<file path="config.mk">
export PLATFORM = sky130hd
export DESIGN_NAME = smoothstep_ramp_generator_top
export DESIGN_NICKNAME = d
export VERILOG_FILES = /design/src/rtl/core/ssrg_pkg.sv /design/src/rtl/core/ssrg_ctrl.sv /design/src/rtl/core/ssrg_datapath.sv /design/src/rtl/core/smoothstep_ramp_generator_top.sv
export SDC_FILE = /design/constraint.sdc
export NUM_CORES = 2
export LEC_CHECK = 0
export BUFFER_PORTS_ARGS = -buffer_cell sky130_fd_sc_hd__buf_2
export CORE_MARGIN = 8
export CORE_UTILIZATION = 55
export DETAILED_ROUTE_END_ITERATION = 8
export PLACE_DENSITY = 0.68
export SLEW_MARGIN = 30
export SYNTH_ARGS = -nofsm -noshare
export SYNTH_HDL_FRONTEND = slang
export SYNTH_SLANG_ARGS = --single-unit
</file>
<file path="constraint.sdc">
create_clock -name clk -period 5.9 [get_ports clk]
set_clock_uncertainty 0.15 [all_clocks]
set_input_delay 0.59 -clock clk [delete_from_list [all_inputs] [get_ports clk]]
set_output_delay 0.59 -clock clk [all_outputs]
set_load 0.01 [all_outputs]
</file>
<file path="src/rtl/core/ssrg_pkg.sv">
// Shared types and constants for the smoothstep ramp generator.
// Used by the controller, the datapath and the top level; no dependencies.
package ssrg_pkg;

  localparam int VALUE_WIDTH_DEF   = 32;
  localparam int COUNT_WIDTH_DEF   = 32;
  localparam int FRACTION_BITS_DEF = 24;

  // Timing registers are fixed at 32 bits, so the divisor is too.
  localparam int TIME_W      = 32;
  localparam int CFG_INDEX_W = 2;
  localparam int IN_DATA_W   = 8;

  typedef enum logic [CFG_INDEX_W-1:0] {
    REG_START_VALUE = 2'd0,
    REG_END_VALUE   = 2'd1,
    REG_DURATION    = 2'd2,
    REG_TICK_PERIOD = 2'd3
  } cfg_reg_t;

  typedef enum logic [3:0] {
    ST_IDLE,
    ST_START,
    ST_DIV_T,
    ST_UPDATE,
    ST_CHECK,
    ST_DIV_P,
    ST_MUL_P2,
    ST_MUL_P3,
    ST_MUL_S,
    ST_FINISH
  } ctrl_state_t;

  typedef struct packed {
    logic load_item;
    logic edge_err;
    logic div_t_start;
    logic div_step;
    logic load_total;
    logic exec_update;
    logic reach_end;
    logic div_p_start;
    logic mul_step;
    logic mul_p2_start;
    logic mul_p3_start;
    logic mul_s_start;
    logic add_step;
    logic out_load;
  } dp_cmd_t;

  typedef struct packed {
    logic rise;
    logic timing_bad;
    logic running;
    logic reached;
    logic unit_done;
    logic out_free;
  } dp_status_t;

endpackage

</file>
<file path="src/rtl/core/ssrg_ctrl.sv">
// Sequencer for the smoothstep ramp generator: walks one request through
// edge check, divisions and multiplications. Depends on ssrg_pkg.
module ssrg_ctrl
  import ssrg_pkg::*;
(
  input  logic       clk,
  input  logic       rst,
  input  logic       in_valid,
  output logic       in_ready,
  input  dp_status_t status,
  output dp_cmd_t    cmd
);

  ctrl_state_t state, state_next;

  always_ff @(posedge clk) begin
    if (rst) begin
      state <= ST_IDLE;
    end else begin
      state <= state_next;
    end
  end

  always_comb begin
    state_next = state;
    case (state)
      ST_IDLE: begin
        if (in_valid) state_next = ST_START;
      end
      ST_START: begin
        if (status.rise && !status.timing_bad) state_next = ST_DIV_T;
        else state_next = ST_UPDATE;
      end
      ST_DIV_T: begin
        if (status.unit_done) state_next = ST_UPDATE;
      end
      ST_UPDATE: state_next = ST_CHECK;
      ST_CHECK: begin
        if (!status.running || status.reached) state_next = ST_FINISH;
        else state_next = ST_DIV_P;
      end
      ST_DIV_P: begin
        if (status.unit_done) state_next = ST_MUL_P2;
      end
      ST_MUL_P2: begin
        if (status.unit_done) state_next = ST_MUL_P3;
      end
      ST_MUL_P3: begin
        if (status.unit_done) state_next = ST_MUL_S;
      end
      ST_MUL_S: begin
        if (status.unit_done) state_next = ST_FINISH;
      end
      ST_FINISH: begin
        if (status.out_free) state_next = ST_IDLE;
      end
      default: state_next = ST_IDLE;
    endcase
  end

  always_comb begin
    cmd      = '0;
    in_ready = 1'b0;
    case (state)
      ST_IDLE: begin
        in_ready      = 1'b1;
        cmd.load_item = in_valid;
      end
      ST_START: begin
        cmd.edge_err    = status.rise && status.timing_bad;
        cmd.div_t_start = status.rise && !status.timing_bad;
      end
      ST_DIV_T: begin
        cmd.div_step   = !status.unit_done;
        cmd.load_total = status.unit_done;
      end
      ST_UPDATE: cmd.exec_update = 1'b1;
      ST_CHECK: begin
        cmd.reach_end   = status.running && status.reached;
        cmd.div_p_start = status.running && !status.reached;
      end
      ST_DIV_P: begin
        cmd.div_step     = !status.unit_done;
        cmd.mul_p2_start = status.unit_done;
      end
      ST_MUL_P2: begin
        cmd.mul_step     = !status.unit_done;
        cmd.mul_p3_start = status.unit_done;
      end
      ST_MUL_P3: begin
        cmd.mul_step    = !status.unit_done;
        cmd.mul_s_start = status.unit_done;
      end
      ST_MUL_S: begin
        cmd.mul_step = !status.unit_done;
        cmd.add_step = status.unit_done;
      end
      ST_FINISH: cmd.out_load = status.out_free;
      default: cmd = '0;
    endcase
  end

endmodule

</file>
<file path="src/rtl/core/ssrg_datapath.sv">
// Datapath of the smoothstep ramp generator: configuration registers, ramp
// state, a shared restoring divider, a shift-add multiplier and the output
// register. Depends on ssrg_pkg; sequenced by ssrg_ctrl.
module ssrg_datapath
  import ssrg_pkg::*;
#(
  parameter int VALUE_WIDTH   = VALUE_WIDTH_DEF,
  parameter int COUNT_WIDTH   = COUNT_WIDTH_DEF,
  parameter int FRACTION_BITS = FRACTION_BITS_DEF,
  parameter int CFG_W         = (VALUE_WIDTH > TIME_W) ? VALUE_WIDTH : TIME_W,
  parameter int OUT_W         = ((VALUE_WIDTH + 4 + 7) / 8) * 8
) (
  input  logic                   clk,
  input  logic                   rst,
  input  logic                   cfg_wr_en,
  input  logic [CFG_INDEX_W-1:0] cfg_index,
  input  logic [CFG_W-1:0]       cfg_data,
  input  logic                   execute,
  input  logic                   tick,
  input  dp_cmd_t                cmd,
  output dp_status_t             status,
  input  logic                   m_tready,
  output logic                   m_tvalid,
  output logic [OUT_W-1:0]       m_tdata
);

  localparam int VW        = VALUE_WIDTH;
  localparam int CW        = COUNT_WIDTH;
  localparam int F         = FRACTION_BITS;
  localparam int DVD_W     = (CW + F > TIME_W) ? CW + F : TIME_W;
  localparam int MCAND_W   = (VW + 1 > F) ? VW + 1 : F;
  localparam int MPLR_W    = F + 2;
  localparam int PROD_W    = MCAND_W + MPLR_W;
  localparam int MAX_STEPS = (DVD_W > MPLR_W) ? DVD_W : MPLR_W;
  localparam int CNT_W     = $clog2(MAX_STEPS + 1);

  // Configuration registers.
  logic [VW-1:0]     start_value, end_value;
  logic [TIME_W-1:0] duration_ms, tick_period_ms;

  // Request and ramp state.
  logic          in_execute, in_tick;
  logic          last_execute, running, stored_error;
  logic          err, busy, done;
  logic [CW-1:0] elapsed_count, total_count;
  logic [VW:0]   span;
  logic [VW-1:0] held_value;

  // Serial arithmetic.
  logic [CNT_W-1:0]   cnt;
  logic [DVD_W-1:0]   quo;
  logic [TIME_W-1:0]  rem, dsor;
  logic [PROD_W-1:0]  acc;
  logic [MCAND_W-1:0] mcand;
  logic [F-1:0]       p, p2;

  logic              out_valid;
  logic [OUT_W-1:0]  out_data;

  logic [TIME_W:0]    div_shift, div_diff;
  logic               div_ge;
  logic [MCAND_W:0]   mul_sum;
  logic [CW-1:0]      quo_count;
  logic [F-1:0]       prod_frac;
  logic [MPLR_W-1:0]  s_weight;
  logic [VW:0]        span_mag;
  logic [VW-1:0]      step_mag;

  always_comb begin
    div_shift = {rem, quo[DVD_W-1]};
    div_diff  = div_shift - {1'b0, dsor};
    div_ge    = (div_shift >= {1'b0, dsor});
    mul_sum   = {1'b0, acc[PROD_W-1 -: MCAND_W]} + (acc[0] ? {1'b0, mcand} : '0);
    quo_count = quo[CW-1:0];
    prod_frac = acc[F +: F];
    // 3*p2 - 2*p3, with p3 taken from the finished product.
    s_weight  = (MPLR_W'(p2) << 1) + MPLR_W'(p2) - (MPLR_W'(prod_frac) << 1);
    span_mag  = span[VW] ? (~span + 1'b1) : span;
    step_mag  = acc[F +: VW];
  end

  always_comb begin
    status.rise       = in_execute && !last_execute;
    status.timing_bad = (duration_ms == '0) || (tick_period_ms == '0);
    status.running    = running;
    status.reached    = (elapsed_count >= total_count);
    status.unit_done  = (cnt == '0);
    status.out_free   = !out_valid || m_tready;
  end

  // Control and ramp state.
  always_ff @(posedge clk) begin
    if (rst) begin
      start_value    <= '0;
      end_value      <= '0;
      duration_ms    <= '0;
      tick_period_ms <= '0;
      last_execute   <= 1'b0;
      running        <= 1'b0;
      stored_error   <= 1'b0;
      elapsed_count  <= '0;
      total_count    <= '0;
      span           <= '0;
      held_value     <= '0;
      cnt            <= '0;
      out_valid      <= 1'b0;
    end else begin
      if (cfg_wr_en) begin
        case (cfg_reg_t'(cfg_index))
          REG_START_VALUE: start_value    <= cfg_data[VW-1:0];
          REG_END_VALUE:   end_value      <= cfg_data[VW-1:0];
          REG_DURATION:    duration_ms    <= cfg_data[TIME_W-1:0];
          REG_TICK_PERIOD: tick_period_ms <= cfg_data[TIME_W-1:0];
          default: ;
        endcase
      end

      if (cmd.edge_err) begin
        stored_error <= 1'b1;
        running      <= 1'b0;
      end
      if (cmd.div_t_start) begin
        stored_error <= 1'b0;
        cnt          <= CNT_W'(DVD_W);
      end
      if (cmd.div_p_start) cnt <= CNT_W'(DVD_W);
      if (cmd.mul_p2_start || cmd.mul_p3_start || cmd.mul_s_start) begin
        cnt <= CNT_W'(MPLR_W);
      end
      if (cmd.div_step || cmd.mul_step) cnt <= cnt - 1'b1;

      if (cmd.load_total) begin
        running       <= 1'b1;
        elapsed_count <= '0;
        total_count   <= (quo_count == '0) ? CW'(1) : quo_count;
        span          <= {end_value[VW-1], end_value} - {start_value[VW-1], start_value};
        held_value    <= start_value;
      end

      if (cmd.exec_update) begin
        if (in_execute) begin
          if (running && in_tick && (elapsed_count < total_count)) begin
            elapsed_count <= elapsed_count + 1'b1;
          end
        end else begin
          running       <= 1'b0;
          elapsed_count <= '0;
          total_count   <= '0;
          stored_error  <= 1'b0;
        end
      end

      if (cmd.reach_end) begin
        held_value <= end_value;
        running    <= 1'b0;
      end

      if (cmd.add_step) begin
        held_value <= span[VW] ? (start_value - step_mag) : (start_value + step_mag);
      end

      if (cmd.out_load) begin
        last_execute <= in_execute;
        out_valid    <= 1'b1;
      end else if (m_tready) begin
        out_valid <= 1'b0;
      end
    end
  end

  // Per-request payload and arithmetic registers.
  always_ff @(posedge clk) begin
    if (cmd.load_item) begin
      in_execute <= execute;
      in_tick    <= tick;
      err        <= stored_error;
      busy       <= 1'b0;
      done       <= 1'b0;
    end
    if (cmd.edge_err) err <= 1'b1;
    if (cmd.exec_update && in_execute) begin
      if (running) busy <= 1'b1;
      else if (!err) done <= 1'b1;
    end
    if (cmd.reach_end) done <= 1'b1;

    if (cmd.div_t_start) begin
      quo  <= DVD_W'(duration_ms);
      dsor <= tick_period_ms;
      rem  <= '0;
    end
    if (cmd.div_p_start) begin
      quo  <= DVD_W'(elapsed_count) << F;
      dsor <= TIME_W'(total_count);
      rem  <= '0;
    end
    if (cmd.div_step) begin
      rem <= div_ge ? div_diff[TIME_W-1:0] : div_shift[TIME_W-1:0];
      quo <= {quo[DVD_W-2:0], div_ge};
    end

    if (cmd.mul_p2_start) begin
      p     <= quo[F-1:0];
      mcand <= MCAND_W'(quo[F-1:0]);
      acc   <= PROD_W'(quo[F-1:0]);
    end
    if (cmd.mul_p3_start) begin
      p2    <= prod_frac;
      mcand <= MCAND_W'(prod_frac);
      acc   <= PROD_W'(p);
    end
    if (cmd.mul_s_start) begin
      mcand <= MCAND_W'(span_mag);
      acc   <= PROD_W'(s_weight);
    end
    if (cmd.mul_step) begin
      acc <= {mul_sum, acc[MPLR_W-1:1]};
    end

    if (cmd.out_load) begin
      out_data <= OUT_W'({stored_error, err, done, busy, held_value});
    end
  end

  assign m_tvalid = out_valid;
  assign m_tdata  = out_data;

endmodule

</file>
<file path="src/rtl/core/smoothstep_ramp_generator_top.sv">
// Smoothstep ramp generator. Each request carries an execute level and a
// tick strobe and returns one result: the ramp value, busy, done, error and
// the stored error code. A rising edge of execute checks the timing
// registers, divides duration by tick period to get the tick total and
// starts from start_value; each tick moves the output along
// start + (end - start) * (3p^2 - 2p^3). A result needs no arithmetic when
// no interpolation is needed, a division and three multiplications when a
// new point is computed and one more division when a ramp also starts.
// The next request is taken in the cycle after its result is loaded, so
// requests do not overlap. The time is set by the one-bit-per-cycle
// divider and the shift-add multiplier, which all steps share. A finished
// result waits in the output register while the next request is taken.
// Depends on ssrg_pkg, ssrg_ctrl and ssrg_datapath.
module smoothstep_ramp_generator_top
  import ssrg_pkg::*;
#(
  parameter int VALUE_WIDTH   = VALUE_WIDTH_DEF,
  parameter int COUNT_WIDTH   = COUNT_WIDTH_DEF,
  parameter int FRACTION_BITS = FRACTION_BITS_DEF,
  parameter int CFG_W         = (VALUE_WIDTH > TIME_W) ? VALUE_WIDTH : TIME_W,
  parameter int OUT_W         = ((VALUE_WIDTH + 4 + 7) / 8) * 8
) (
  input  logic                   clk,
  input  logic                   rst,
  input  logic                   s_tvalid,
  output logic                   s_tready,
  input  logic [IN_DATA_W-1:0]   s_tdata,   // execute, tick, zero fill
  output logic                   m_tvalid,
  input  logic                   m_tready,
  output logic [OUT_W-1:0]       m_tdata,   // ramp_value, busy_res, done_res,
                                            // error, error_code, zero fill
  input  logic                   cfg_wr_en,
  input  logic [CFG_INDEX_W-1:0] cfg_index,
  input  logic [CFG_W-1:0]       cfg_data
);

  dp_cmd_t    cmd;
  dp_status_t status;

  ssrg_ctrl u_ctrl (
    .clk      (clk),
    .rst      (rst),
    .in_valid (s_tvalid),
    .in_ready (s_tready),
    .status   (status),
    .cmd      (cmd)
  );

  ssrg_datapath #(
    .VALUE_WIDTH   (VALUE_WIDTH),
    .COUNT_WIDTH   (COUNT_WIDTH),
    .FRACTION_BITS (FRACTION_BITS),
    .CFG_W         (CFG_W),
    .OUT_W         (OUT_W)
  ) u_datapath (
    .clk       (clk),
    .rst       (rst),
    .cfg_wr_en (cfg_wr_en),
    .cfg_index (cfg_index),
    .cfg_data  (cfg_data),
    .execute   (s_tdata[0]),
    .tick      (s_tdata[1]),
    .cmd       (cmd),
    .status    (status),
    .m_tready  (m_tready),
    .m_tvalid  (m_tvalid),
    .m_tdata   (m_tdata)
  );

endmodule
</file>
# == After elaboration in Yosys (flattened, before gate mapping) ==
# Cells that the tools add are included.
# totals
word_cells,175
inputBits,47
regBits,572
output_inout_bits,42
# classes
order_cmp,3
addsub,10
bitwise,1
muxes,74
reduce_logical,41
n_eq_ne,19
# op_table
cell,count
32-bit two-way mux,18
59-bit two-way mux,4
56-bit two-way mux,3
33-bit two-way mux,5
32-bit logical NOT,3
32-bit subtractor,2
4-bit one-hot mux with 10 select lines,1
33-bit by 34-bit adder with 34-bit output,1
"33-bit by 1-bit adder with 33-bit output, second input constant",1
33-bit by 32-bit greater-or-equal comparator with 1-bit output,1
33-bit inverter,1
32-bit by 32-bit subtractor with 33-bit output,1
"32-bit by 1-bit adder with 32-bit output, second input constant",1
32-bit adder,1
32-bit greater-or-equal comparator,1
32-bit less-than comparator,1
4-bit two-way mux,8
1-bit two-way mux,29
25-bit by 24-bit adder with 26-bit output,1
26-bit by 25-bit subtractor with 26-bit output,1
6-bit two-way mux,4
"4-bit by 3-bit equality test with 1-bit output, second input constant",4
"2-bit by 1-bit != test with 1-bit output, second input constant",6
3-bit nonzero test,3
other kinds (20),47

# == Longest topological paths before layout ==
# logic_depth
word_depth,9
mapped_depth,20
mapped_depth_nobuf,19

# == By module ==
# A second synthesis with hierarchy kept.
# unflattened
hier_cells,3883
area_unflattened_um2,34274.1
# by_module_without_submodules
module,area_per_inst_um2,seq_area_each_um2,cells_per_inst,instances
ssrg_datapath,33801.2,14353.8,3812,1
ssrg_ctrl,473.0,80.1,71,1

# == Least setup slack after synthesis ==
# No wires, ideal clock.
# synth_path
path_kind,register to register
startpoint,register u_datapath.total_count[13]
endpoint,register u_datapath.quo[0] (enable)
synth_period_minus_slack_ps,4372
required_time_ps,4902
stages_incl_launch_ff,9
setup_time_ps,848
t_arrival_ps,3374
n_path_buf,0
slack_ps,1528
cell_sequence,dfxtp_1 -> inv_1 -> ha_1 -> nand4_1 -> or3_1 -> o221a_2 -> o211a_1 -> a21oi_1 -> nand2_1
# synth_via
elab_chain_len,5
# synth_lines
item,line_no,rtl
"start, declared",ssrg_datapath.sv:45,"logic [CW-1:0] elapsed_count, total_count;"
"start signal, assigned",ssrg_datapath.sv:135,total_count <= (quo_count == '0) ? CW'(1) : quo_count;
32-bit greater-or-equal comparator,ssrg_datapath.sv:86,status.reached = (elapsed_count >= total_count);
1-bit logical NOT,ssrg_ctrl.sv:80,cmd.div_p_start = status.running && !status.reached;
1-bit logical AND,ssrg_ctrl.sv:80,
2-bit two-way mux,ssrg_ctrl.sv:64,case (state)
3-bit nonzero test (no source line),--,
"end signal, assigned",ssrg_datapath.sv:188,quo <= DVD_W'(duration_ms);
"end signal, assigned",ssrg_datapath.sv:193,quo <= DVD_W'(elapsed_count) << F;
"end signal, assigned",ssrg_datapath.sv:199,"quo <= {quo[DVD_W-2:0], div_ge};"
"end, declared",ssrg_datapath.sv:51,logic [DVD_W-1:0] quo;
# Every way passes these cells.
# A chain may end at the register's enable or synchronous reset.

# == Worst setup path in the final report ==
# layout_path
startpoint,register u_datapath.acc[24]
endpoint,register u_datapath.held_value[29]
# layout_via
elab_chain_len,3
elab_cells_between_ends,4
cone_classes,add/sub (2); mux (2)
# layout_lines
item,line_no,rtl
"start, declared",ssrg_datapath.sv:53,logic [PROD_W-1:0] acc;
"start signal, assigned",ssrg_datapath.sv:205,acc <= PROD_W'(quo[F-1:0]);
"start signal, assigned",ssrg_datapath.sv:210,acc <= PROD_W'(p);
"start signal, assigned",ssrg_datapath.sv:214,acc <= PROD_W'(s_weight);
32-bit adder / 32-bit subtractor (equally long branches),ssrg_datapath.sv:159,held_value <= span[VW] ? (start_value - step_mag) : (start_value + step_mag);
32-bit two-way mux (*),ssrg_datapath.sv:159,
32-bit two-way mux (*),ssrg_datapath.sv:158,if (cmd.add_step) begin
"end signal, assigned",ssrg_datapath.sv:137,held_value <= start_value;
"end signal, assigned",ssrg_datapath.sv:154,held_value <= end_value;
"end signal, assigned",ssrg_datapath.sv:159,
"end, declared",ssrg_datapath.sv:47,logic [VW-1:0] held_value;
# Every way passes the cells marked *; elsewhere a longest branch is shown, timed or not.

==> summary.md <==
| Metric | Value |
|---|---|
| Status | `finished clean` |
| FF-to-FF End | `u_datapath.held_value[29]` |
| Root buf cell | `clkbuf_16` |
| Detailed Route Iter0 Violations | `3114` |
| Setup bufs post-CTS | `0` |
| Setup slack after placement | `0.891 ns` |
| Gr busiest metal | `met1` |
| Synthesized area per cell | `slightly below 9 um2` |
| RSZ-0062 raised after global routing | `false` |
| I/O Pins | `89` |
| First-pass GRT wire length | `150 mm` |
| # fillers | `5211` |
| GR Util All Layers | `27.2%` |
| 1st-pass router iterations | `6` |
| Fin. Hold Viols | `0` |
| GPL Wtd Cong | `0.919` |
| R2R cell count | `18` |
| Die W | `263 um` |
| FFs w/ async S/R, synth | `0%` |
| Endpoint, Worst Hold | `u_datapath.tick_period_ms[0]` |
| Yosys reg bits | `572` |
| DP HPWL | `approximately 70 mm` |
| Largest area contributor in the netlist | `edfxtp_1` |
| Fmax | `0.193 GHz` |
| Kind of critical path | `flop to flop` |
| Yosys top cell area share | `26.8%` |
| Actual slew at the worst max-slew pin | `0.966 ns` |
| Count of buffers from port buffering | `78` |
| Setup violations, final | `0` |
| Core area | `0.0602 mm2` |
| Hold Startpoint | `cfg_data[0]` |
| Top cells by area, synth | `edfxtp_1 27%, dfxtp_1 16%, ha_1 7.0%` |
| Slew HR | `35.3%` |
| Worst Path Required | `between 6 and 7 ns` |
| Power density cells | `399 mW/mm2` |
| Final TNS setup | `0 ns` |
| Layout cell share with drive strength beyond 1 | `under 10%` |
| Number of global-route vias before repair | `25540` |
| Grt ovf | `0` |
| CTS tree | `yes` |
| Final WL | `97.7 mm` |
| Vias | `27896` |
| Crit share post-route | `between 80 and 90%` |
| Cells after Synth | `3771` |
| Avg WL per Cell | `21.2 um` |
| GRT met3 Usage | `5.00%` |
| Total DRC errors in the routed layout | `0` |
| Initial antenna violation count | `9` |
| Slew Viols, Final | `0` |
| Initial Util | `55.5%` |
| Clock sink count | `572` |
| Largest net degree at the start of global routing | `135` |
| Grt met2 use | `38.3%` |
| GR Layer Usage met1 | `between 40% and 50%` |
| Worst skew pair latency | `0.65 ns` |
| EDFF count, synth | `298` |
| H-tree depth reported by CTS | `2` |
| Vert. Die Dim | `263 um` |
| Leak Pwr | `14.2 nW` |
| Unique masters post-synth | `80` |
| Hold slack | `~0.075 ns` |
| Total CTS buffers | `61` |
| Crit start category | `flop` |
| Area Overhead vs Synth | `9.88%` |
| Worst-path maximum fanout | `7` |
| Arr. time, crit path | `5.54 ns` |
| Vias per inst | `6.05` |
| Final #Nets | `4040` |
| Cell Area, Synth | `0.0334 mm2` |
| Hold Crit Depth | `3` |
| Routed Antenna Nets | `0` |
| Yosys warns | `0` |
| Final min period | `a little over 5 ns` |
| Max Cap Viol | `0` |
| Seq/Total Area, Yosys | `43.2%` |
| R2r startpoint | `u_datapath.acc[24]` |
| Die Area | `0.0689 mm2` |
| CTS Buffer Depth | `3` |
| R2R Setup Slk | `0.73 ns` |
| Num rows | `90` |
| Crit. End Element | `flop` |
| Fin worst setup slack | `0.732 ns` |
| Hold WC Path Type | `input port to flop` |
| Top FF cell, synth | `edfxtp_1` |
| Maximum vdd ir drop | `approximately 400 uV` |
| Total Power | `14.7 mW` |
| Worst-path clk slew | `0.07 ns` |
## final cells by class
| cell class | instances | area [um2] | share of cell area, % |
|---|---|---|---|
| Antenna cell | 2 | 5.00 | 0.0136 |
| Clock buffer | 101 | 1970 | 5.35 |
| Clock inverter | 15 | 140 | 0.382 |
| Inverter | 219 | 822 | 2.24 |
| Multi-Input combinational cell | 2797 | 17600 | 47.8 |
| Sequential cell | 572 | 14400 | 39.3 |
| Tap cell | 782 | 978 | 2.66 |
| Timing Repair Buffer | 126 | 807 | 2.20 |
## worst max-delay path: stages (launching register included)
cell,delay (ns)
edfxtp_1,0.52
inv_1,0.11
ha_1,0.17
nand2b_1,0.07
or4_1,0.51
nor3b_1,0.47
nor2_1,0.10
xnor2_1,0.15
ha_1,0.39
nand3_1,0.19
or2_2,0.33
a211oi_1,0.32
o31ai_1,0.17
o21ai_0,0.45
nor2b_1,0.25
a221o_1,0.20
a211o_1,0.18
mux2i_1,0.21
a21oi_1,0.09
## how the worst max path moves through the flow
stage / from / end / slack, ns / cells past startpoint
5_1_grt: u_datapath.acc[24] / u_datapath.held_value[31] / 0.48 / 18
6_report: u_datapath.acc[24] / u_datapath.held_value[29] / 0.73 / 18
3_3_place_gp: u_datapath.acc[24] / u_datapath.held_value[29] / 0.95 / 18
4_1_cts: u_datapath.acc[24] / u_datapath.held_value[29] / 0.85 / 18
3_5_place_dp: u_datapath.acc[24] / u_datapath.held_value[29] / 0.89 / 18
2_1_floorplan: u_datapath.total_count[13] / u_datapath.quo[0] / 1.53 / 8
## cells by family (layout without fill, tap and decap cells)
group	after synthesis	in the layout	synth area share [%]
muxes	71	71	2.25
DFF	572	572	43.2
xor gates and xnor gates	177	177	4.64
other	1	6	0.0112
adders and majority gates	216	216	8.71
AOI/OAI and AO/OA	1046	1046	19.3
and+or+nand+nor	1283	1283	17.2
buffers and inverters	405	461	4.65
## registers in the layout, indices dropped and copies added, names as in the netlist, 33 cells and up
register	count
u_datapath.acc	59
u_datapath.span	33
u_datapath.mcand	33
u_datapath.m_tdata	36
u_datapath.quo	56
## per-stage QoR
| stage | area [um2] | instances | util [%] |
|---|---|---|---|
| final | 36700 | 4614 | 61.0 |
| after global routing | 36700 | 4613 | 61.0 |
| after CTS | 36700 | 4611 | 60.9 |
| after detailed placement | 34600 | 4493 | 57.4 |
| after global placement | 34500 | 4492 | 57.3 |
| after floorplan | 33400 | 3774 | - |
## placed cells by master, fill, tap and decap left out, types with 77 or more instances in the layout
master and count:
a21o_1 79, a21oi_1 426, buf_2 77, dfxtp_1 273, edfxtp_1 298, ha_1 188, inv_1 217, nand2_1 619
nor2_1 244, o21ai_0 186, xnor2_1 118
## where the power goes
part	internal, mW	leakage [nW]	switching [mW]
Sequential	4.98	4.96	0.566
Clock	2.32	1.03	1.67
Combinational	1.91	8.21	3.23
Total	9.21	14.2	5.46
## per-layer routing
layer / up-vias / wire (um)
met5: - / 55
met4: 8 / 2950
met3: 140 / 9250
met2: 1095 / 39300
met1: 13179 / 46200
li1: 13474 / -
## synth_stat cells, types with 35 or more instances
| cell | count |
|---|---|
| a211oi_1 | 40 |
| a21o_1 | 79 |
| a21oi_1 | 427 |
| a31oi_1 | 47 |
| and2_1 | 50 |
| clkbuf_1 | 164 |
| dfxtp_1 | 274 |
| edfxtp_1 | 298 |
| ha_1 | 188 |
| inv_1 | 219 |
| mux2i_1 | 39 |
| nand2_1 | 622 |
| nand2b_1 | 36 |
| nand3_1 | 64 |
| nor2_1 | 248 |
| nor3_1 | 78 |
| nor4_1 | 40 |
| o21a_1 | 35 |
| o21ai_0 | 186 |
| xnor2_1 | 118 |
| xor2_1 | 59 |
## repair_timing
item	in CTS	in global routing
gates resized for setup	0	0
endpoints found under the hold margin	2	0
endpoints found under the setup margin	0	0
hold buffers	2	0
Power figures use the tool's default switching activity.
